$ cat src/rtl/ate_pkg.sv
// shared types and constants of the affine transform engine
// no dependencies; used by ate_front, ate_back and the top level
`default_nettype none

package ate_pkg;

    // request kinds, coded as the mode field
    typedef enum logic [2:0] {
        OP_IDENT = 3'd0,
        OP_TRANS = 3'd1,
        OP_SCALE = 3'd2,
        OP_ROT   = 3'd3,
        OP_POINT = 3'd4
    } op_t;

    // one queued request
    typedef struct packed {
        op_t                op;
        logic signed [31:0] vec_x;
        logic signed [31:0] vec_y;
        logic signed [31:0] vec_z;
        logic [15:0]        angle;
    } cmd_t;

    localparam int CORDIC_STEPS = 30;
    localparam logic signed [33:0] CORDIC_GAIN_INV = 34'sd652032874;
    localparam logic signed [32:0] HALF_PI_Q30     = 33'sd1686629713;

    localparam logic signed [33:0] ATAN_Q30 [CORDIC_STEPS] = '{
        34'sd843314856, 34'sd497837829, 34'sd263043836, 34'sd133525158,
        34'sd67021686,  34'sd33543515,  34'sd16775850,  34'sd8388437,
        34'sd4194282,   34'sd2097149,   34'sd1048575,   34'sd524287,
        34'sd262143,    34'sd131071,    34'sd65535,     34'sd32767,
        34'sd16383,     34'sd8191,      34'sd4095,      34'sd2047,
        34'sd1023,      34'sd511,       34'sd255,       34'sd127,
        34'sd63,        34'sd31,        34'sd15,        34'sd8,
        34'sd4,         34'sd2
    };

endpackage

`default_nettype wire

$ cat src/rtl/ate_front.sv
// front end: accepts input requests, drops unused modes, two-entry queue
// depends on ate_pkg
`default_nettype none

module ate_front (
    input  wire logic          aclk,
    input  wire logic          aresetn,
    input  wire logic          s_tvalid,
    output logic               s_tready,
    input  wire logic [111:0]  s_tdata,   // vec_x, vec_y, vec_z, angle
    input  wire logic [2:0]    s_tuser,   // mode
    output logic               q_valid,
    output ate_pkg::cmd_t      q_entry,
    input  wire logic          q_pop
);

    ate_pkg::cmd_t q_mem_reg [0:1];
    logic          wr_ptr_reg, rd_ptr_reg;
    logic [1:0]    count_reg;
    logic          keep;
    logic          push;
    ate_pkg::cmd_t entry;

    always_comb begin
        unique case (s_tuser)
            ate_pkg::OP_IDENT, ate_pkg::OP_TRANS, ate_pkg::OP_SCALE,
            ate_pkg::OP_ROT, ate_pkg::OP_POINT: keep = 1'b1;
            default: keep = 1'b0;
        endcase
    end

    assign entry.op    = ate_pkg::op_t'(s_tuser);
    assign entry.vec_x = s_tdata[31:0];
    assign entry.vec_y = s_tdata[63:32];
    assign entry.vec_z = s_tdata[95:64];
    assign entry.angle = s_tdata[111:96];

    assign s_tready = (count_reg != 2'd2);
    assign push     = s_tvalid && s_tready && keep;
    assign q_valid  = (count_reg != 2'd0);
    assign q_entry  = q_mem_reg[rd_ptr_reg];

    always_ff @(posedge aclk) begin
        if (!aresetn) begin
            wr_ptr_reg <= 1'b0;
            rd_ptr_reg <= 1'b0;
            count_reg  <= 2'd0;
        end else begin
            if (push) begin
                wr_ptr_reg <= ~wr_ptr_reg;
            end
            if (q_pop) begin
                rd_ptr_reg <= ~rd_ptr_reg;
            end
            count_reg <= count_reg + 2'(push) - 2'(q_pop);
        end
    end

    always_ff @(posedge aclk) begin
        if (push) begin
            q_mem_reg[wr_ptr_reg] <= entry;
        end
    end

endmodule

`default_nettype wire

$ cat config.mk
export PLATFORM = sky130hd
export DESIGN_NAME = ate_front
export DESIGN_NICKNAME = d
export VERILOG_FILES = /design/src/rtl/ate_pkg.sv /design/src/rtl/ate_front.sv
export SDC_FILE = /design/constraint.sdc
export NUM_CORES = 1
export LEC_CHECK = 0
export BUFFER_PORTS_ARGS = -buffer_cell sky130_fd_sc_hd__buf_4
export CORE_MARGIN = 1
export CORE_UTILIZATION = 40
export DETAILED_ROUTE_END_ITERATION = 10
export PLACE_DENSITY = 0.67
export REMOVE_ABC_BUFFERS = 1
export SKIP_CTS_REPAIR_TIMING = 1
export SKIP_LAST_GASP = 1
export SYNTH_ARGS = -nofsm -noshare
export SYNTH_HDL_FRONTEND = slang
export SYNTH_SLANG_ARGS = --single-unit
$ cat constraint.sdc
create_clock -name aclk -period 14 [get_ports aclk]
set_input_delay 1.4 -clock aclk [delete_from_list [all_inputs] [get_ports aclk]]
set_output_delay 1.4 -clock aclk [all_outputs]
set_load 0.1 [all_outputs]
Yosys cells after proc, flatten, opt, wreduce, memory -nomap -nowiden --
Memories as Yosys holds them, arrays and structs flattened. A register that Yosys moved wholly into a read port is not among the register bits. Cells that the tools add are included.
Storage, ports and cells: RAM bits 230, memories kept 1, input port bits 119, register bits after elaboration 4, output and inout port bits 117
Memory list:
- q_mem_reg | depth 2, bits a word 115, read ports 1, clocked after Yosys merged registers in 1, write ports 1, RTL line ate_front.sv:17 | ate_pkg::cmd_t q_mem_reg [0:1];
Cells by class: equality and inequality tests 5, muxes and demuxes 5, add/subtract/negate cells 2, reductions and logical operators 5, bitwise operators 2
Operators with widths (number):
- 3-bit by 2-bit equality test with 1-bit output, second input constant | 2
- 1-bit 2-to-1 mux | 5
- 5-bit OR reduction | 1
- 3-bit by 1-bit equality test with 1-bit output, second input constant | 1
- 3-bit equality test, second input constant | 1
- 3-bit logical NOT | 1
- 2-bit by 1-bit adder with 2-bit output | 1
- 1-bit logical AND | 2
- 2-bit != test, second input constant | 1
- 1-bit inverter | 2
- 2-bit nonzero test | 1
- 2-bit by 1-bit subtractor with 2-bit output | 1

Depth between registers and ports, before layout --
Gate-level depths: netlist (run 1).
depth after elaboration 6, depth in mapped cells 8

Worst setup path after synthesis (run 1) --
OpenSTA, ideal clock, no wires.
kind input-to-reg, start point input port s_tuser[1], end point memory q_mem_reg[0][0] in the netlist's numbering (enable), setup time 591 ps, data required time 13409 ps, cell stages on the path 3, setup slack 6841 ps, arrival 6568 ps, path through o21ai_0 -> nand3_1 -> nor2_1
On the way: cells in the longest elaborated chain, start to end 6
Ends and longest elaborated chain:
- start, declared | RTL line ate_front.sv:11 | input wire logic [2:0] s_tuser,
- 3-bit by 1-bit equality test with 1-bit output, or another cell as far along | RTL line ate_front.sv:25 | unique case (s_tuser)
- 5-bit OR reduction (*) | RTL line ate_front.sv:25
- 1-bit 2-to-1 mux (*) | RTL line ate_front.sv:25
- 1-bit logical AND (*) | RTL line ate_front.sv:39 | assign push = s_tvalid && s_tready && keep;
- 1-bit 2-to-1 mux (*) | RTL line ate_front.sv:60 | if (push) begin
- 1-bit 2-to-1 mux (implied by the code) (*) | RTL line ate_front.sv:61 | q_mem_reg[wr_ptr_reg] <= entry;
- end, declared | RTL line ate_front.sv:17
Mark *: on every way between the ends. The rest lies on a longest branch, timed or not.

==> out/metrics.yaml, run 1 <==
cts:
  cts_made_buffers: 25
  cts-root-buf: "clkbuf_16"
  htreeDepth: 1
  cts_sinks: 235
  tritoncts: "yes"
  clkSlewWorstSetupHoldPaths_ns: 0.06
  insertion_delay_ns: 0.51
  clockBufferDepth: 3
worst_setup_path:
  critPathMaxStageDelay_ns: 0.87
  rrSetupSlack_ns: 11.95
  path_max_fanout: 65
  path_common_cell: "buf_4"
  r2r_end: "q_mem_reg[1][36]$_DFFE_PP_"
  path_buf_inv: 2
  crit_family: "buffers and inverters"
  crit-reg2reg-launch: "count_reg[0]$_SDFF_PN0_"
  cp.arrival_ns: 3.01
  slowest_stage: "buf_4"
  path_class: "reg2out"
  worstPathCellList: "buf_4, mux2_2, buf_4"
  worst-path-stages: 3
  critPathRequiredTime_ns: 12.60
  endpoint_kind: "primary output"
  critPathLaunchType: "flip-flop"
  rr_worst_depth: 4
finish:
  drive_above_1_share: 0.606
  num-fill-cells: 1701
  final_cells: 929
  final_common_cell: "buf_4"
  nNetsFinal: 758
  diodes: 0
  areaGrowthSynthToFinish_pct: 32.4
  largest_reg_flops: 230
  final_cell_mix: "240 x buf_4, 230 x edfxtp_1, 65 x mux2_2"
power_and_ir_drop:
  p_switching_uw: 684
  p_int_uw: 1340
  pwr-share-clk: 0.302
  leakage_uw: 0.00437
  ir_drop_mv: 0.133
  seq_power_share: 0.424
  combPwrFrac: 0.273
  swShare: 0.339
  cellPowerDensity_nw_per_um2: 175
grt:
  grt_start_max_net_pins: 66
  grt_overflow: 0
  grt_pass1_wl_microns: 23600
  antenna_found_initial: 0
  grt_pass1_vias: 4533
  grt_usage: 0.136
synth:
  ys_ff_latch: 235
  syn_avg_cell_area_sq_um: 22.8
  yosysSeqAreaShare: 0.803
  synthCells: 383
  ys_warn_count: 0
  syn-cell-area_sq_um: 8730
  synth_cell_type_count: 18
worst_hold_path:
  min_path_cells: 2
  min_to: "wr_ptr_reg$_SDFFE_PN0P_"
  min-delay-start: "wr_ptr_reg$_SDFFE_PN0P_"
  hold_class: "reg2reg"
run_status:
  outcome: "finished clean"
sta:
  final-hold-violation-count: 0
  setup-violations-final: 0
  rsz0062_at_grt: "no"
  min_period_ns: 4.41
  finalSetupTns_ns: 0
  clock_skew_ns: 0.00739
  slew_headroom: 0.297
  fmax_mhz: 227
  finalCritPeriodShare: 0.315
  finalMaxSlewViolations: 0
  worst_pin_slew_ns: 1.05
floorplan:
  die-area_sq_um: 22400
  die_y_microns: 150
  die_width_microns: 150
  rows: 53
  fp.coreArea_sq_um: 21200
  io_pins: 236
  start_util: 0.411
drt:
  vias: 4332
  antenna_left: 0
  firstDrtPassIters: 4
  drt_iter0_drc: 213
  vias_per_cell: 4.66
  wl_per_cell_microns: 17.3
  route.detailed.drc: 0
  wl_microns: 16100
placement:
  dp.cells: 885
  io_buffers: 235
  hpwl_microns: 10500
  gp_congestion: 0.704
job:
  cap_viol_max_count: 0
## cell usage after synthesis, drive strengths merged
library cell | number | area share
ha | 2 | 0.0029
or2 | 1 | 0.00072
mux2i | 1 | 0.0011
nand2 | 2 | 0.00086
nor2 | 2 | 0.00086
o21ai | 1 | 0.00057
nand3 | 1 | 0.00057
edfxtp | 230 | 0.79
mux2 | 115 | 0.17
and2 | 4 | 0.0029
buf | 13 | 0.012
xor2 | 1 | 0.0010
inv | 2 | 0.00086
xnor2 | 2 | 0.0020
dfxtp | 5 | 0.011
nand2b | 1 | 0.00072
## final cells by class
class                   instances  area (sq um)  share of cell area
inverters                       2          7.51            0.000650
clock inverters                10          82.6             0.00715
well taps                     275           344              0.0298
flip-flops and latches        235          7010               0.607
clock buffers                  34           689              0.0597
multi-input cells             133          1620               0.140
repair buffers                240          1800               0.156
## kinds of logic after synthesis
| kind of cell | Yosys count | synth area share |
|---|---|---|
| flops | 235 | 0.803 |
| mux | 116 | 0.171 |
| buf+inv | 15 | 0.0133 |
| simple gates | 11 | 0.00659 |
| xor+xnor | 3 | 0.00301 |
| fa+ha+maj | 2 | 0.00287 |
| compound gates | 1 | 0.000573 |
## worst reg2reg max path: cells and delay by family, from the launching register on
family | cells | cell delay, ns
simple gates | 3 | 0.60
buf+inv | 1 | 0.63
flops | 1 | 0.35
## layer usage
metal,up-vias,GRT usage,part of all wire
met5,-,0,0
met4,0,0.0429,0.021
met3,26,0.0393,0.087
met2,167,0.227,0.49
met1,2116,0.172,0.40
li1,2023,-,-
## power by group through the flow
stage / combinational, uW / clock [uW] / sequential [uW]
2_1_floorplan: 439 / 0 / 881
3_3_place_gp: 552 / 0 / 869
3_5_place_dp: 556 / 0 / 873
4_1_cts: 558 / 629 / 858
5_1_grt: 569 / 657 / 862
6_report: 552 / 611 / 857
## metrics by stage
step,hold WS [ns],instance area [sq um],util,power [uW],setup slack [ns]
6_report,0.512,11600,0.545,2020,9.59
4_1_cts,0.516,11600,0.545,2040,9.48
5_1_grt,0.565,11600,0.545,2090,9.42
2_1_floorplan,0.451,8620,-,1320,6.84
3_5_place_dp,0.507,10800,0.508,1430,10.04
3_3_place_gp,0.491,10800,0.508,1420,10.09
## how the worst max path moves through the flow
stage | slack [ns] | start | end
after floorplan | 6.84 | s_tuser[1] | q_mem_reg[0][0]$_DFFE_PP_
after global placement | 10.09 | flip-flop | q_entry[15]
after detailed placement | 10.04 | flip-flop | q_entry[15]
after CTS | 9.48 | flip-flop | q_entry[15]
after global routing | 9.42 | flip-flop | q_entry[15]
final | 9.59 | flip-flop | q_entry[15]
(Power assumes the default switching activity.)
==> run 2, diff against run 1 <==
--- a/config.mk
+++ b/config.mk
@@ -5,11 +5,12 @@
 export SDC_FILE = /design/constraint.sdc
 export NUM_CORES = 1
 export LEC_CHECK = 0
+export ABC_AREA = 1
 export BUFFER_PORTS_ARGS = -buffer_cell sky130_fd_sc_hd__buf_4
 export CORE_MARGIN = 1
 export CORE_UTILIZATION = 40
 export DETAILED_ROUTE_END_ITERATION = 10
-export PLACE_DENSITY = 0.67
+export PLACE_DENSITY = 0.69
 export REMOVE_ABC_BUFFERS = 1
 export SKIP_CTS_REPAIR_TIMING = 1
 export SKIP_LAST_GASP = 1
==> constraint.sdc (replaced) <==
create_clock -name aclk -period 3.6 [get_ports aclk]
set_input_delay 0.36 -clock aclk [delete_from_list [all_inputs] [get_ports aclk]]
set_output_delay 0.36 -clock aclk [all_outputs]
set_load 0.1 [all_outputs]
==> out/metrics.yaml, run 2 <==
run_status:
  outcome: "finished clean"
cts:
  clockBufferDepth: 3  # unchanged
  htreeDepth: 1  # unchanged
  insertion_delay_ns: 0.51  # about the same
  cts-root-buf: "clkbuf_16"
  clkSlewWorstSetupHoldPaths_ns: 0.06  # about the same
  cts_sinks: 235  # unchanged
  cts_made_buffers: 25  # unchanged
  tritoncts: "yes"
drt:
  firstDrtPassIters: 6  # +2
  vias_per_cell: 4.62  # -0.96%
  route.detailed.drc: 0  # unchanged
  drt_iter0_drc: 144  # -32%
  wl_microns: 16400  # +2.2%
  wl_per_cell_microns: 17.5  # +0.92%
  antenna_left: 0  # unchanged
  vias: 4346  # +0.32%
sta:
  fmax_mhz: 410
  min_period_ns: 2.44
  setup-violations-final: 0  # unchanged
  whs_ns: 0.0306  # -0.481 ns
  rsz0062_at_grt: "no"
  clock_skew_ns: 0.0147  # +0.00729 ns
  finalCritPeriodShare: 0.678
  finalMaxSlewViolations: 0  # unchanged
  slew_headroom: 0.424  # +0.127
  final-hold-violation-count: 0  # unchanged
  worst_pin_slew_ns: 0.864  # -0.191 ns
placement:
  hpwl_microns: 10800  # +3.1%
  gp_congestion: 0.711  # +0.99%
  place_area_sq_um: 10800  # +0.29%
  io_buffers: 235  # unchanged
power_and_ir_drop:
  cellPowerDensity_nw_per_um2: 635  # +260%
  leakage_uw: 0.00443  # +1.3%
  seq_power_share: 0.438  # +0.014
  p_switching_uw: 2280  # +230%
  swShare: 0.309  # -0.0299
  combPwrFrac: 0.228  # -0.045
  ir_drop_mv: 0.455  # +240%
  p_int_uw: 5100  # +280%
  pwr-share-clk: 0.334  # +0.032
synth:
  synth-edff-count: 230  # unchanged
  syn-cell-area_sq_um: 8730  # about the same
  yosysSeqAreaShare: 0.802  # about the same
  ys.flop_type: "edfxtp_1"
  ys_ff_latch: 235  # unchanged
  synth_top_area_frac: 0.791  # about the same
  ys_warn_count: 0  # unchanged
  synthTopCellsByArea: "edfxtp_1 79%, mux2_4 8.6%, mux2_2 8.4%"
  syn_avg_cell_area_sq_um: 22.3  # -2.0%
  async_flop_share: 0  # unchanged
  synthCells: 391  # +2.1%
  synth_cell_type_count: 15  # -3
  synthTopCellsByCount: "230 x edfxtp_1, 65 x mux2_2, 50 x mux2_4, 8 x nand2_1"
  synth_most_common_cell: "edfxtp_1"
  synth_top_area_cell: "edfxtp_1"
worst_setup_path:
  path_max_fanout: 44  # -32%
  worstPathCellList: "buf_4, mux2_2, buf_4"
  path_buf_inv: 2  # unchanged
  endpoint_kind: "primary output"
  crit_family: "buffers and inverters"
  critPathLaunchType: "flip-flop"
  cp.arrival_ns: 2.08  # -0.93 ns
  path_common_cell: "buf_4"
  path_class: "reg2out"
  critPathRequiredTime_ns: 3.24  # -9.36 ns
  slowest_stage: "buf_4"
  critPathMaxStageDelay_ns: 0.53  # -0.34 ns
worst_hold_path:
  hold_class: "in2reg"
finish:
  drive_above_1_share: 0.598  # -0.00701
  regArea_sq_um: 7010  # unchanged
  areaGrowthSynthToFinish_pct: 33.2
  design_area_sq_um: 11600  # +0.62%
  final_common_cell: "buf_4"
  largest_reg_flops: 230  # unchanged
  multi_input_area_sq_um: 1610  # -0.93%
  num-fill-cells: 1684  # -1.0%
  final_cell_mix: "239 x buf_4, 230 x edfxtp_1, 65 x mux2_2"
  nNetsFinal: 767  # +1.2%
grt:
  antenna_found_initial: 1  # +1
  grt_pass1_vias: 4720  # +4.1%
  use_met1: 0.166  # -0.00611
  grt_use_met3: 0.0390  # -0.000305
  grt_pass1_wl_microns: 24200  # +2.1%
  met2_usage: 0.250  # +0.0236
  grt.busiest_layer: "met2"
  grt_usage: 0.140  # +0.00383
  grt_overflow: 0  # unchanged
  grt_start_max_net_pins: 72  # +9.1%
floorplan:
  rows: 53  # unchanged
  die_y_microns: 150  # about the same
  die_width_microns: 150  # about the same
  fp.coreArea_sq_um: 21200  # unchanged
  io_pins: 236  # unchanged
  start_util: 0.412  # about the same
  die-area_sq_um: 22400  # about the same
job:
  cap_viol_max_count: 0  # unchanged
[run 2: changes by cell type in the layout (fill, tap and decap cells not counted), sizes merged]
cell | before | now
nor2 | 2 | 7
clkbuf | 34 | 33
diode | 0 | 1
nand2 | 2 | 8
xnor2 | 2 | 0
and2 | 4 | 0
nand2b | 1 | 0
mux2i | 1 | 0
a21oi | 0 | 2
inv | 3 | 6
buf | 240 | 241
clkinv | 6 | 8
bufinv | 1 | 2
[run 2: final timing paths]
kind | startpoint | end | slack [ns] | depth (start not counted)
setup / recovery | flip-flop | q_entry[8] | 1.16 | 3
hold / removal | s_tdata[50] | q_mem_reg[0][66]$_DFFE_PP_ | 0.03 | 1
setup reg to reg | count_reg[0]$_SDFF_PN0_ | q_mem_reg[1][82]$_DFFE_PP_ | 1.59 | 5
hold reg to reg | rd_ptr_reg$_SDFFE_PN0P_ | flip-flop | 0.50 | 2
[run 2: through the flow]
step	util	total power [uW]	setup TNS [ns]	setup slack (ns)	instances
after global placement	0.510	4960	0	1.44	894
after floorplan	-	4620	-412.22	-2.49	378
after CTS	0.548	7470	0	1.14	940
after global routing	0.548	7620	0	1.08	940
final	0.548	7380	0	1.16	941
after detailed placement	0.510	4990	0	1.38	894
[run 2: logic make-up after synthesis]
| kind of cell | Yosys count | share of synthesized area |
|---|---|---|
| buffers and inverters | 18 | 0.0146 |
| AND/OR/NAND/NOR | 17 | 0.00774 |
| flip-flops | 235 | 0.802 |
| multiplexers | 115 | 0.170 |
| XOR/XNOR | 1 | 0.00100 |
| adder cells (fa/ha/maj) | 2 | 0.00286 |
| AO/OA/AOI/OAI | 3 | 0.00172 |
[run 2: power by group through the flow]
stage	sequential, uW	combinational (uW)	clock [uW]
2_1_floorplan	3340	1290	0
6_report	3240	1680	2460
4_1_cts	3240	1700	2540
3_5_place_dp	3290	1700	0
3_3_place_gp	3280	1680	0
5_1_grt	3250	1740	2630
[run 2: layout make-up]
type	count	share of cell area
Sequential cell	235	0.603
Timing Repair Buffer	241	0.158
Multi-Input combinational cell	138	0.138
Clock buffer	33	0.0590
Tap cell	275	0.0296
Clock inverter	13	0.0107
Inverter	5	0.00183
Antenna cell	1	0.000215
[run 2: layer usage]
metal,routed length (microns),part of all wire,vias up
li1,-,-,2048
met1,6570,0.40,2117
met2,8300,0.51,159
met3,1330,0.081,22
met4,220,0.013,0
met5,0,0,-
==> run 3, diff against run 2 <==
--- a/config.mk
+++ b/config.mk
@@ -10,7 +10,7 @@
 export CORE_MARGIN = 1
 export CORE_UTILIZATION = 40
 export DETAILED_ROUTE_END_ITERATION = 10
-export PLACE_DENSITY = 0.69
+export PLACE_DENSITY = 0.67
 export REMOVE_ABC_BUFFERS = 1
 export SKIP_CTS_REPAIR_TIMING = 1
 export SKIP_LAST_GASP = 1
==> constraint.sdc (replaced) <==
create_clock -name aclk -period 2.4 [get_ports aclk]
set_input_delay 0.24 -clock aclk [delete_from_list [all_inputs] [get_ports aclk]]
set_output_delay 0.24 -clock aclk [all_outputs]
set_load 0.1 [all_outputs]
==> out/metrics.yaml, run 3 (same netlist as run 2, synthesis figures left out) <==
run_status:
  outcome: "finished clean"
finish:
  final_cell_mix: "235 x buf_4, 230 x edfxtp_1, 116 x dlygate4sd3_1"
  nNetsFinal: 887  # +16%
  num-fill-cells: 1551  # -7.9%
  drive_above_1_share: 0.511  # -0.0870
  areaGrowthSynthToFinish_pct: 47.5
  final_common_cell: "buf_4"
  diodes: 0  # -1
  largest_reg_flops: 230  # unchanged
worst_setup_path:
  critPathLaunchType: "flip-flop"
  critPathMaxStageDelay_ns: 0.65  # +0.12 ns
  worstPathCellList: "buf_12, mux2_2, buf_4"
  endpoint_kind: "primary output"
  path_max_fanout: 27  # -39%
  crit_family: "flip-flops"
  cp.arrival_ns: 2.05  # -0.03 ns
  path_buf_inv: 2  # unchanged
  path_class: "reg2out"
  slowest_stage: "dfxtp_4"
  critPathRequiredTime_ns: 2.16  # -1.08 ns
sta:
  finalCritPeriodShare: 0.956
  clock_skew_ns: 0.00549  # -0.00919 ns
  fmax_mhz: 436
  worst_pin_slew_ns: 0.487  # -0.377 ns
  slew_headroom: 0.675  # +0.251
  whs_ns: 0.00497  # -0.0257 ns
  setup-violations-final: 0  # unchanged
  min_period_ns: 2.29
  final-hold-violation-count: 0  # unchanged
  finalMaxSlewViolations: 0  # unchanged
  rsz0062_at_grt: "no"
grt:
  antenna_found_initial: 0  # -1
  grt_start_max_net_pins: 62  # -14%
  grt_pass1_vias: 4640  # -1.7%
  grt_usage: 0.142  # +0.00147
  grt_overflow: 0  # unchanged
  grt_pass1_wl_microns: 24400  # +1.1%
job:
  cap_viol_max_count: 0  # unchanged
floorplan:
  die-area_sq_um: 22400  # unchanged
  fp.coreArea_sq_um: 21200  # unchanged
  die_width_microns: 150  # unchanged
  io_pins: 236  # unchanged
  start_util: 0.412  # unchanged
  rows: 53  # unchanged
  die_y_microns: 150  # unchanged
worst_hold_path:
  hold_class: "in2reg"
cts:
  tritoncts: "yes"
  cts_sinks: 235  # unchanged
  insertion_delay_ns: 0.50  # about the same
  htreeDepth: 1  # unchanged
  cts_made_buffers: 25  # unchanged
  clockBufferDepth: 3  # unchanged
  cts-root-buf: "clkbuf_16"
  clkSlewWorstSetupHoldPaths_ns: 0.06  # about the same
drt:
  vias: 4875  # +12%
  drt_iter0_drc: 195  # +35%
  firstDrtPassIters: 4  # -2
  antenna_left: 0  # unchanged
  wl_microns: 17800  # +8.2%
  vias_per_cell: 4.60  # -0.33%
  route.detailed.drc: 0  # unchanged
  wl_per_cell_microns: 16.8  # -3.8%
power_and_ir_drop:
  swShare: 0.313  # +0.00468
  ir_drop_mv: 0.715  # +57%
  combPwrFrac: 0.242  # +0.014
  cellPowerDensity_nw_per_um2: 870  # +37%
  seq_power_share: 0.434  # -0.004
  p_switching_uw: 3510  # +54%
  total_power_uw: 11200  # +52%
  leakage_uw: 0.00495  # +12%
  pwr-share-clk: 0.324  # -0.010
  p_int_uw: 7690  # +51%
placement:
  io_buffers: 235  # unchanged
  hpwl_microns: 10800  # +0.21%
  gp_congestion: 0.731  # +2.8%
==> run 3: worst register-to-register path: cells and delay by family (launching register included) <==
family,cells,cell delay [ns]
AND/OR/NAND/NOR,4,0.31
adder cells (fa/ha/maj),2,0.48
flip-flops,1,0.35
XOR/XNOR,1,0.16
AO/OA/AOI/OAI,1,0.21
buffers and inverters,2,0.09
==> run 3: layer usage <==
metal  vias to the layer above  part of all wire  GRT usage
li1                       2281                 -          -
met1                      2391              0.39      0.173
met2                       167              0.52      0.242
met3                        36             0.065     0.0402
met4                         0             0.021     0.0449
met5                         -                 0          0
==> run 3: path summary, 6_finish.rpt <==
check                                                to                     from  slack, ns  cells after the start
worst min register to register  rd_ptr_reg$_SDFFE_PN0P_  rd_ptr_reg$_SDFFE_PN0P_       0.50                      2
worst max-delay path                        q_entry[40]                flip-flop       0.11                      3
worst min-delay path            rd_ptr_reg$_SDFFE_PN0P_                    q_pop      0.005                      3
worst max register to register  count_reg[1]$_SDFF_PN0_  count_reg[0]$_SDFF_PN0_       0.68                     10
==> run 3: layout make-up <==
cell class	instances	area, sq um	area share
clock inverters	18	144	0.0112
well taps	275	344	0.0267
repair buffers	361	3130	0.243
flip-flops and latches	235	7010	0.544
inverters	5	21.3	0.00165
clock buffers	27	633	0.0491
multi-input cells	138	1610	0.125
==> run 3: stage by stage <==
step	instances	worst slack [ns]	setup TNS (ns)	instance area (sq um)	util
after floorplan	378	-3.63	-779.14	8620	-
after global placement	898	0.620	0	10900	0.516
after detailed placement	898	0.597	0	10900	0.516
after CTS	943	0.0502	0	11700	0.552
after global routing	1059	0.0179	0	12900	0.607
final	1059	0.106	0	12900	0.607
==> run 3: power by group through the flow <==
stage / clock (uW) / combinational [uW] / sequential (uW)
after floorplan: 0 / 1930 / 5010
after global placement: 0 / 2540 / 4940
after detailed placement: 0 / 2560 / 4950
after CTS: 3720 / 2560 / 4870
after global routing: 3870 / 2800 / 4890
final: 3630 / 2710 / 4870
